$ cat config.mk
export PLATFORM = sky130hd
export DESIGN_NAME = modbus_meter_response_parser
export DESIGN_NICKNAME = d
export VERILOG_FILES = /design/src/mmrp_pkg.sv /design/src/mmrp_front.sv /design/src/mmrp_fifo.sv /design/src/mmrp_back.sv /design/src/modbus_meter_response_parser.sv
export SDC_FILE = /design/constraint.sdc
export NUM_CORES = 1
export LEC_CHECK = 0
export BUFFER_PORTS_ARGS = -buffer_cell sky130_fd_sc_hd__clkbuf_2
export CAP_MARGIN = 25
export CORE_MARGIN = 2
export CORE_UTILIZATION = 54
export DETAILED_ROUTE_END_ITERATION = 8
export PLACE_DENSITY = 0.76
export SYNTH_ARGS = -nofsm -noshare
export SYNTH_HDL_FRONTEND = slang
export SYNTH_SLANG_ARGS = --single-unit
$ cat constraint.sdc
create_clock -name i_clk -period 11.3 [get_ports i_clk]
set_input_delay 0.565 -clock i_clk [delete_from_list [all_inputs] [get_ports i_clk]]
set_output_delay 0.565 -clock i_clk [all_outputs]
set_load 0.005 [all_outputs]
$ cat src/mmrp_pkg.sv
// mmrp_pkg: shared types, constants and the CRC-16/MODBUS byte step
// for the meter response parser. No dependencies.
package mmrp_pkg;

    localparam int MAX_FRAME_DEF = 64;
    localparam int FIELD_LEN     = 21;
    localparam int QDEPTH        = 4;
    localparam int PTR_W         = 2;

    localparam logic [15:0] CRC_INIT = 16'hFFFF;
    localparam logic [15:0] CRC_POLY = 16'hA001;

    localparam logic [7:0] SLAVE_RST  = 8'h01;
    localparam logic [7:0] FUNC_RST   = 8'h04;
    localparam logic [6:0] MINLEN_RST = 7'd25;
    localparam logic [6:0] MINLEN_LO  = 7'd21;

    localparam logic [4:0] OFS_NONE = 5'd31;

    localparam logic [1:0] CFG_SLAVE  = 2'd0;
    localparam logic [1:0] CFG_FUNC   = 2'd1;
    localparam logic [1:0] CFG_MINLEN = 2'd2;

    typedef enum logic [1:0] {
        STAT_OK    = 2'd0,
        STAT_SHORT = 2'd1,
        STAT_CRC   = 2'd2,
        STAT_ID    = 2'd3
    } t_status;

    typedef struct packed {
        logic [7:0] rx_byte;
        logic       frame_end;
    } t_in_word;

    typedef struct packed {
        t_status     status;
        logic [15:0] voltage_raw;
        logic [31:0] current_ma;
        logic [31:0] power_dw;
        logic [31:0] energy_wh;
        logic [15:0] frequency_raw;
        logic [15:0] power_factor_raw;
    } t_out_word;

    typedef struct packed {
        logic [7:0] slave_address;
        logic [7:0] function_code;
        logic [6:0] min_length;
    } t_cfg;

    // classified byte handed from front to back
    typedef struct packed {
        logic [7:0] data;
        logic [4:0] offset;   // field offset, OFS_NONE past the fields
        logic       store;    // within MAX_FRAME
        logic       crc_en;   // byte two places back enters the CRC
        logic       last;
        logic       short_frm;
    } t_token;

    typedef struct packed {
        logic full;
        logic empty;
    } t_qstat;

    function automatic logic [15:0] crc_byte(input logic [15:0] crc, input logic [7:0] b);
        logic [15:0] c;
        c = crc ^ {8'h00, b};
        for (int i = 0; i < 8; i++) begin
            c = c[0] ? ((c >> 1) ^ CRC_POLY) : (c >> 1);
        end
        return c;
    endfunction

endpackage

$ cat src/mmrp_front.sv
// mmrp_front: counts bytes of the frame and classifies each word into a token.
// Depends on mmrp_pkg.
module mmrp_front
    import mmrp_pkg::*;
#(
    parameter int MAX_FRAME = MAX_FRAME_DEF
) (
    input  logic       i_clk,
    input  logic       i_rst_n,
    input  logic       i_in_valid,
    input  t_in_word   i_in_word,
    input  logic [6:0] i_min_length,
    input  t_qstat     i_qstat,
    output logic       o_in_stall,
    output logic       o_push,
    output t_token     o_token
);
    localparam int CW   = $clog2(MAX_FRAME + 1);
    localparam int CMPW = (CW > 7) ? CW : 7;

    logic [CW-1:0] r_count;
    logic [CW-1:0] n_count;
    logic [6:0]    need;
    logic          store;

    assign o_in_stall = i_qstat.full;
    assign o_push     = i_in_valid && !i_qstat.full;

    assign store   = r_count < CW'(MAX_FRAME);
    assign n_count = store ? r_count + 1'b1 : r_count;
    assign need    = (i_min_length < MINLEN_LO) ? MINLEN_LO : i_min_length;

    always_comb begin
        o_token.data      = i_in_word.rx_byte;
        o_token.offset    = (r_count < CW'(FIELD_LEN)) ? r_count[4:0] : OFS_NONE;
        o_token.store     = store;
        o_token.crc_en    = r_count >= CW'(2);
        o_token.last      = i_in_word.frame_end;
        o_token.short_frm = CMPW'(n_count) < CMPW'(need);
    end

    always_ff @(posedge i_clk) begin
        if (!i_rst_n) begin
            r_count <= '0;
        end else if (o_push) begin
            r_count <= i_in_word.frame_end ? '0 : n_count;
        end
    end

endmodule

$ cat src/mmrp_fifo.sv
// mmrp_fifo: short token queue between front and back.
// Depends on mmrp_pkg.
module mmrp_fifo
    import mmrp_pkg::*;
(
    input  logic   i_clk,
    input  logic   i_rst_n,
    input  logic   i_push,
    input  t_token i_token,
    input  logic   i_pop,
    output t_token o_token,
    output t_qstat o_qstat
);
    t_token           r_mem [QDEPTH];
    logic [PTR_W-1:0] r_wr_ptr;
    logic [PTR_W-1:0] r_rd_ptr;
    logic [PTR_W:0]   r_fill;

    assign o_token       = r_mem[r_rd_ptr];
    assign o_qstat.full  = r_fill == (PTR_W + 1)'(QDEPTH);
    assign o_qstat.empty = r_fill == '0;

    always_ff @(posedge i_clk) begin
        if (i_push) begin
            r_mem[r_wr_ptr] <= i_token;
        end
    end

    always_ff @(posedge i_clk) begin
        if (!i_rst_n) begin
            r_wr_ptr <= '0;
            r_rd_ptr <= '0;
            r_fill   <= '0;
        end else begin
            if (i_push) r_wr_ptr <= r_wr_ptr + 1'b1;
            if (i_pop)  r_rd_ptr <= r_rd_ptr + 1'b1;
            if (i_push && !i_pop)      r_fill <= r_fill + 1'b1;
            else if (!i_push && i_pop) r_fill <= r_fill - 1'b1;
        end
    end

endmodule

$ cat src/mmrp_back.sv
// mmrp_back: CRC, field capture, frame checks and the output register.
// Depends on mmrp_pkg.
module mmrp_back
    import mmrp_pkg::*;
(
    input  logic      i_clk,
    input  logic      i_rst_n,
    input  t_token    i_token,
    input  t_qstat    i_qstat,
    input  t_cfg      i_cfg,
    input  logic      i_out_stall,
    output logic      o_pop,
    output logic      o_out_valid,
    output t_out_word o_out_word
);
    logic [15:0] r_crc;
    logic [7:0]  r_t0;
    logic [7:0]  r_t1;
    logic [7:0]  r_fld [FIELD_LEN];
    logic        r_out_valid;
    t_out_word   r_out;

    logic [15:0] upd_crc;
    logic [7:0]  upd_t0;
    logic [7:0]  upd_t1;
    logic [7:0]  upd_fld [FIELD_LEN];
    t_status     status;
    t_out_word   n_out;
    logic        load;

    assign o_pop = !i_qstat.empty && (!i_token.last || !r_out_valid || !i_out_stall);
    assign load  = o_pop && i_token.last;

    assign upd_crc = (i_token.store && i_token.crc_en) ? crc_byte(r_crc, r_t1) : r_crc;
    assign upd_t1  = i_token.store ? r_t0 : r_t1;
    assign upd_t0  = i_token.store ? i_token.data : r_t0;

    always_comb begin
        for (int i = 0; i < FIELD_LEN; i++) begin
            upd_fld[i] = (i_token.store && i_token.offset == 5'(i)) ? i_token.data : r_fld[i];
        end
    end

    always_comb begin
        priority if (i_token.short_frm) begin
            status = STAT_SHORT;
        end else if (upd_crc != {upd_t0, upd_t1}) begin
            status = STAT_CRC;
        end else if (upd_fld[0] != i_cfg.slave_address
                     || upd_fld[1] != i_cfg.function_code) begin
            status = STAT_ID;
        end else begin
            status = STAT_OK;
        end
    end

    always_comb begin
        n_out = '0;
        n_out.status = status;
        if (status == STAT_OK) begin
            n_out.voltage_raw      = {upd_fld[3], upd_fld[4]};
            n_out.current_ma       = {upd_fld[7], upd_fld[8], upd_fld[5], upd_fld[6]};
            n_out.power_dw         = {upd_fld[11], upd_fld[12], upd_fld[9], upd_fld[10]};
            n_out.energy_wh        = {upd_fld[15], upd_fld[16], upd_fld[13], upd_fld[14]};
            n_out.frequency_raw    = {upd_fld[17], upd_fld[18]};
            n_out.power_factor_raw = {upd_fld[19], upd_fld[20]};
        end
    end

    always_ff @(posedge i_clk) begin
        if (o_pop) begin
            for (int i = 0; i < FIELD_LEN; i++) begin
                r_fld[i] <= upd_fld[i];
            end
        end
        if (load) begin
            r_out <= n_out;
        end
    end

    always_ff @(posedge i_clk) begin
        if (!i_rst_n) begin
            r_crc       <= CRC_INIT;
            r_t0        <= '0;
            r_t1        <= '0;
            r_out_valid <= 1'b0;
        end else begin
            if (o_pop) begin
                r_crc <= i_token.last ? CRC_INIT : upd_crc;
                r_t0  <= i_token.last ? '0 : upd_t0;
                r_t1  <= i_token.last ? '0 : upd_t1;
            end
            if (load) begin
                r_out_valid <= 1'b1;
            end else if (!i_out_stall) begin
                r_out_valid <= 1'b0;
            end
        end
    end

    assign o_out_valid = r_out_valid;
    assign o_out_word  = r_out;

endmodule

$ cat src/modbus_meter_response_parser.sv
// modbus_meter_response_parser: top level, configuration registers and assertions.
// Depends on mmrp_pkg, mmrp_front, mmrp_fifo, mmrp_back.
//
//  channel  direction  handshake                  word
//  in       input      i_in_valid / o_in_stall    i_in_word  (rx_byte, frame_end)
//  out      output     o_out_valid / i_out_stall  o_out_word (status and meter fields)
//  cfg      input      i_cfg_we                   i_cfg_idx, i_cfg_data
//
// One input word per cycle while the queue is not full; the eight CRC steps are
// unrolled into combinational logic. A frame's last byte is registered in the
// 4-entry token queue, and its result then in the output register.
// Synchronous active-low reset; no clearing pass.
// Output stall holds only frame-end tokens; other bytes keep draining, and
// the input stalls once the queue fills behind a held frame-end word.
module modbus_meter_response_parser
    import mmrp_pkg::*;
#(
    parameter int MAX_FRAME = MAX_FRAME_DEF
) (
    input  logic      i_clk,
    input  logic      i_rst_n,
    input  logic      i_in_valid,
    output logic      o_in_stall,
    input  t_in_word  i_in_word,
    output logic      o_out_valid,
    input  logic      i_out_stall,
    output t_out_word o_out_word,
    input  logic      i_cfg_we,
    input  logic [1:0] i_cfg_idx,
    input  logic [7:0] i_cfg_data
);
    t_cfg   r_cfg;
    t_token front_tok;
    t_token queue_tok;
    t_qstat qstat;
    logic   push;
    logic   pop;

    always_ff @(posedge i_clk) begin
        if (!i_rst_n) begin
            r_cfg.slave_address <= SLAVE_RST;
            r_cfg.function_code <= FUNC_RST;
            r_cfg.min_length    <= MINLEN_RST;
        end else if (i_cfg_we) begin
            unique case (i_cfg_idx)
                CFG_SLAVE:  r_cfg.slave_address <= i_cfg_data;
                CFG_FUNC:   r_cfg.function_code <= i_cfg_data;
                CFG_MINLEN: r_cfg.min_length    <= i_cfg_data[6:0];
                default: ;
            endcase
        end
    end

    mmrp_front #(.MAX_FRAME(MAX_FRAME)) u_front (
        .i_clk        (i_clk),
        .i_rst_n      (i_rst_n),
        .i_in_valid   (i_in_valid),
        .i_in_word    (i_in_word),
        .i_min_length (r_cfg.min_length),
        .i_qstat      (qstat),
        .o_in_stall   (o_in_stall),
        .o_push       (push),
        .o_token      (front_tok)
    );

    mmrp_fifo u_fifo (
        .i_clk   (i_clk),
        .i_rst_n (i_rst_n),
        .i_push  (push),
        .i_token (front_tok),
        .i_pop   (pop),
        .o_token (queue_tok),
        .o_qstat (qstat)
    );

    mmrp_back u_back (
        .i_clk       (i_clk),
        .i_rst_n     (i_rst_n),
        .i_token     (queue_tok),
        .i_qstat     (qstat),
        .i_cfg       (r_cfg),
        .i_out_stall (i_out_stall),
        .o_pop       (pop),
        .o_out_valid (o_out_valid),
        .o_out_word  (o_out_word)
    );

    a_queue_flags: assert property (@(posedge i_clk) disable iff (!i_rst_n)
        !(qstat.full && qstat.empty))
        else $error("queue full and empty together");

    a_end_to_result: assert property (@(posedge i_clk) disable iff (!i_rst_n)
        (i_in_valid && !o_in_stall && i_in_word.frame_end && qstat.empty && !o_out_valid)
        |=> ##1 o_out_valid)
        else $error("frame end did not produce a result");

    a_fail_zero: assert property (@(posedge i_clk) disable iff (!i_rst_n)
        (o_out_valid && o_out_word.status != STAT_OK)
        |-> (o_out_word.voltage_raw == '0 && o_out_word.current_ma == '0
             && o_out_word.power_dw == '0 && o_out_word.energy_wh == '0
             && o_out_word.frequency_raw == '0 && o_out_word.power_factor_raw == '0))
        else $error("failed frame carries data");

endmodule
* Word-level counts from Yosys, hierarchy flattened
Memories as Yosys holds them, arrays and structs flattened. A register that Yosys moved wholly into a read port is not among the register bits.
Index checks and enable logic that the tools add are counted.
** Operators by class
- Equality and inequality tests :: 28
- Reduce and logical (&&, ||, !) cells :: 46
- $lt $le $gt $ge :: 5
- Bitwise logic cells :: 9
- Add/subtract/negate cells :: 5
- Muxes and demuxes :: 52
** Operator list (count)
- $mux 8 :: 25
- $mux 16 :: 10
- $eq 5x4->1 const B :: 8
- $logic_and 1x1->1 :: 27
- $eq 5x5->1 const B :: 5
- $not 2->3 :: 8
- $mux 7 :: 3
- $eq 5x3->1 const B :: 4
- $ne 16x16->1 :: 1
- $ne 8x8->1 :: 2
- $xor 16x8->16 :: 1
- $lt 7x5->1 const B :: 2
- $eq 5x2->1 const B :: 2
- $mux 2 :: 5
- $reduce_and 2->1 :: 4
- $add 7x1->7 const B :: 1
- $ge 7x2->1 const B :: 1
- $logic_not 1->1 :: 7
- $lt 7x7->1 :: 1
- $lt 7x7->1 const B :: 1
- $mux 1 :: 6
- $mux 3 :: 2
- $eq 5x1->1 const B :: 1
- $logic_not 5->1 :: 1
- 13 further kinds :: 17
** Storage, ports and cells
- Register bits after elaboration :: 216
- Memories :: 2
- Input bits :: 24
- Logic and storage cells :: 165
- RAM bits :: 236
** Memory list
- u_back.r_fld :: words 21, width 8, read ports 20, clocked after Yosys merged registers in 0, wr ports 21, line mmrp_back.sv:19 : logic [7:0] r_fld [FIELD_LEN];
- u_fifo.r_mem :: words 4, width 17, read ports 1, clocked after Yosys merged registers in 1, wr ports 1, line mmrp_fifo.sv:14 : t_token r_mem [QDEPTH];

* Depth between registers and ports, before layout
- Depth in word-level cells :: 22
- Mapped depth :: 14

* Modules after synthesis
A second synthesis with hierarchy kept.
** Unflattened totals
- Cell total of the unflattened synthesis :: 1529
- Area, all modules :: 20808.7 µm²
** Modules (own cells, without submodules)
- mmrp_back :: cells an instance 1207, area each 16235.6 µm², instances 1
- mmrp_fifo :: cells an instance 132, area each 2937.8 µm², instances 1
- modbus_meter_response_parser :: cells an instance 91, area each 899.6 µm², instances 1
- mmrp_front :: cells an instance 99, area each 735.7 µm², instances 1

* Worst setup path after synthesis
No wires, ideal clock.
- Path type :: input to register
- Start :: in i_out_stall
- End :: reg u_back.r_crc[10]
- Arrival time :: 12.236 ns
- Path buffers :: 1
- Slack :: -1.065 ns
- Data required time :: 11.171 ns
- Stages on the path :: 5
- Library setup time :: 0.129 ns
- Cell sequence :: a31oi_1 > nand3_1 > clkbuf_1 > mux2i_1 > nand2_1
** Between the ends
- Word-level cells in the longest chain between the ends :: 3
** RTL lines
- from (decl) :: line modbus_meter_response_parser.sv:26 : input logic i_out_stall,
- $logic_not 1->1 :: line mmrp_back.sv:31 : assign o_pop = !i_qstat.empty && (!i_token.last || !r_out_valid || !i_out_stall);
- $logic_or 1x1->1 :: line mmrp_back.sv:31
- $logic_and 1x1->1 :: line mmrp_back.sv:31
- to (signal assigned) :: line mmrp_back.sv:89 : r_crc <= i_token.last ? CRC_INIT : upd_crc;
- to (decl) :: line mmrp_back.sv:16 : logic [15:0] r_crc;
No other way between the ends.
A chain may end at the register's enable or synchronous reset.

==> metrics.txt <==
CP max stage delay 870 ps; wire per inst 20.8 µm; Final Cell Area 22500 µm²; top_reg_cell synth edfxtp_1; actual slew at the worst max-slew pin 1130 ps; met2 WL post-DR 20000 µm; Final min period 5110 ps; hold crit path type in -> reg; most frequent cells in the layout edfxtp_1 (374), nand2_1 (202), clkbuf_2 (171), mux2_2 (147), nor3_1 (97); syn avg cell area 13.7 µm²; diode count 0; FF-to-FF setup slack 6190 ps; H-Tree Depth 2; crit-path cells mux4_2, inv_1, a221o_1, a221oi_1, and4_1, nand4_1, or3_4, buf_4, o21a_1; Util after Layout 0.617; Top-Level Pins 172; hold slack 245 ps; initial DRC count 1243; Die Y 196 µm; met3 wire length 3100 µm; total core area 36400 µm²; status completed; FP Rows 70; post-CTS sizing 0; critical path type reg -> reg; vias in the first global route 11700; Pwr Total 0.00615 W; Crit. End Element register; Post-Route Setup TNS 0 ps; CTS buffer count 45; area of the multi-input gates 6670 µm²; Pint 0.00422 W; Max Cap Viol 0; area grow syn2layout 12.9%; crit path launch type register; register area 12700 µm²; total track usage 0.225; RSZ-0062 raised after global routing no; most common cell after layout, fill and taps aside edfxtp_1; grt ovf 0; largest net degree at the start of global routing 167; worst endpoint required time 11600 ps; # DRC 0; Slew HR 0.244; Clock Skews 16.0 ps; Leakage 7.75 nW; Max clock buf depth 3; f_max 196 MHz; max layer used met4; fin. max-slew vios 0; switching pwr 0.00194 W; Die ar. 38400 µm²; Worst Hold End u_fifo.r_mem[0][14]; DR vias/cell 5.82; synthesized instance count 1452; reg2reg end u_back.o_out_word[145]; clock tree from TritonCTS built; R2R depth 9; register share of total power 0.461; Max FO, Critical Path 73; Initial Util 0.547; fin crit share 0.452; Sw Ratio 0.314; final setup violation count 0; Clk pin slew, worst setup/hold paths 60 ps; Post-synth EDFFs 374; Fillers 2742; WL final 43300 µm; Synth warnings 0; PortBufs 171; Post-CTS Hold Buffers 0; 1st-pass router iterations 5; min-delay src i_in_word[6]; Clock Latency Late Sink 550 ps; wire length on met1 19300 µm; Cell Area, Synth 19900 µm²; placed cell area 21000 µm²; register area share after synthesis 0.636; antenna violations before repair 0; # Post-CTS Setup Buffers 0; pwr/cell area 274 nW/µm²; Async SR Flop Fraction 0; Comb power frac 0.298; Worst path slowest cell dfxtp_1; first-pass GRT wire length 67400 µm; HPWL Detailed 26400 µm; Die W 196 µm; power share of the clock group 0.241; root buf cell clkbuf_16; #FFs+latches synth 446; net count after synthesis 1490; via count 12100; WHS Path Cells 1; share of cells above drive strength 1 0.293; Final nets 1618; post-synthesis cell type count 64; Clock Sinks 446; Final Hold Viols 0; critical path arrival 5410 ps; RD Place Congestion 0.884; Antenna Violating Nets Remaining 0; maximum VDD drop 0.000624 V
==> Yosys cell counts (all sizes together), types with 12 or more instances <==
master | instances | area [µm²]
edfxtp | 374 | 11200
inv | 30 | 113
nor2 | 17 | 73.8
a21boi | 20 | 150
ha | 13 | 163
clkbuf | 62 | 234
nor2b | 33 | 214
nor3 | 148 | 991
mux2 | 147 | 1660
xnor2 | 41 | 359
dfxtp | 72 | 1440
xor2 | 12 | 105
nand2 | 202 | 758
buf | 40 | 262
nand3 | 21 | 105
o21ai | 15 | 75.1
mux4 | 16 | 360
mux2i | 54 | 541
==> final cells by class <==
type / instances / area share
Sequential cell: 446 / 0.563
Timing Repair Buffer: 183 / 0.0429
Clock inverter: 20 / 0.00884
Inverter: 32 / 0.00556
Clock buffer: 63 / 0.0567
Multi-Input combinational cell: 872 / 0.297
Tap cell: 468 / 0.0260
==> power groups by stage <==
stage | Sequential [W] | Clock [W] | Combinational, W
5_1_grt | 0.00289 | 0.00157 | 0.00199
3_3_place_gp | 0.00285 | 0 | 0.00178
4_1_cts | 0.00284 | 0.00151 | 0.00183
3_5_place_dp | 0.00287 | 0 | 0.00182
2_1_floorplan | 0.00288 | 0 | 0.00124
6_report | 0.00284 | 0.00149 | 0.00183
==> stage by stage <==
| step | std cells | setup slack [ps] |
|---|---|---|
| 2_1_floorplan | 1452 | 3140 |
| 6_report | 2084 | 6190 |
| 5_1_grt | 2084 | 5960 |
| 3_5_place_dp | 2000 | 6210 |
| 3_3_place_gp | 2000 | 6290 |
| 4_1_cts | 2083 | 6220 |
==> flip-flops by register name, summed over array words and instances (netlist names), named ones only <==
register,count
r_cfg,23
u_back.o_out_valid,1
u_back.o_out_word,146
u_back.r_crc,16
u_back.r_fld,160
u_back.r_t0,8
u_back.r_t1,8
u_fifo.r_fill,3
u_fifo.r_mem,68
u_fifo.r_rd_ptr,2
u_fifo.r_wr_ptr,2
u_front.r_count,7
==> worst max-delay path by stage <==
stage | to | slack, ps | cells past startpoint
after floorplan | u_back.r_crc[10] | 3140 | 8
after global placement | u_back.o_out_word[85] | 6290 | 10
after detailed placement | u_back.o_out_word[45] | 6210 | 10
after CTS | u_back.o_out_word[45] | 6220 | 10
after global routing | u_back.o_out_word[92] | 5960 | 10
final | u_back.o_out_word[145] | 6190 | 9
==> layer usage <==
| layer | up-vias | GRT usage |
|---|---|---|
| met3 | 60 | 0.0394 |
| met4 | 0 | 0.0640 |
| met5 | - | 0 |
| met2 | 480 | 0.348 |
| li1 | 5592 | - |
| met1 | 6003 | 0.329 |
==> worst max-delay path: cells and delay by family, from the launching register on <==
family,cells,cell delay [ps]
buffers and inverters,2,950
AO/OA/AOI/OAI,3,1010
AND/OR/NAND/NOR,3,1070
multiplexers,1,870
flip-flops,1,870
==> kinds of logic (layout without fill, tap and decap cells) <==
family | count (synthesis) | count (layout) | share of synthesized area
XOR/XNOR | 60 | 60 | 0.0313
buffers and inverters | 134 | 298 | 0.0309
adder cells (fa/ha/maj) | 14 | 14 | 0.00917
multiplexers | 217 | 217 | 0.128
flip-flops | 446 | 446 | 0.636
AO/OA/AOI/OAI | 93 | 93 | 0.0337
AND/OR/NAND/NOR | 488 | 488 | 0.131
No activity file was read; power rests on OpenSTA's default activity.
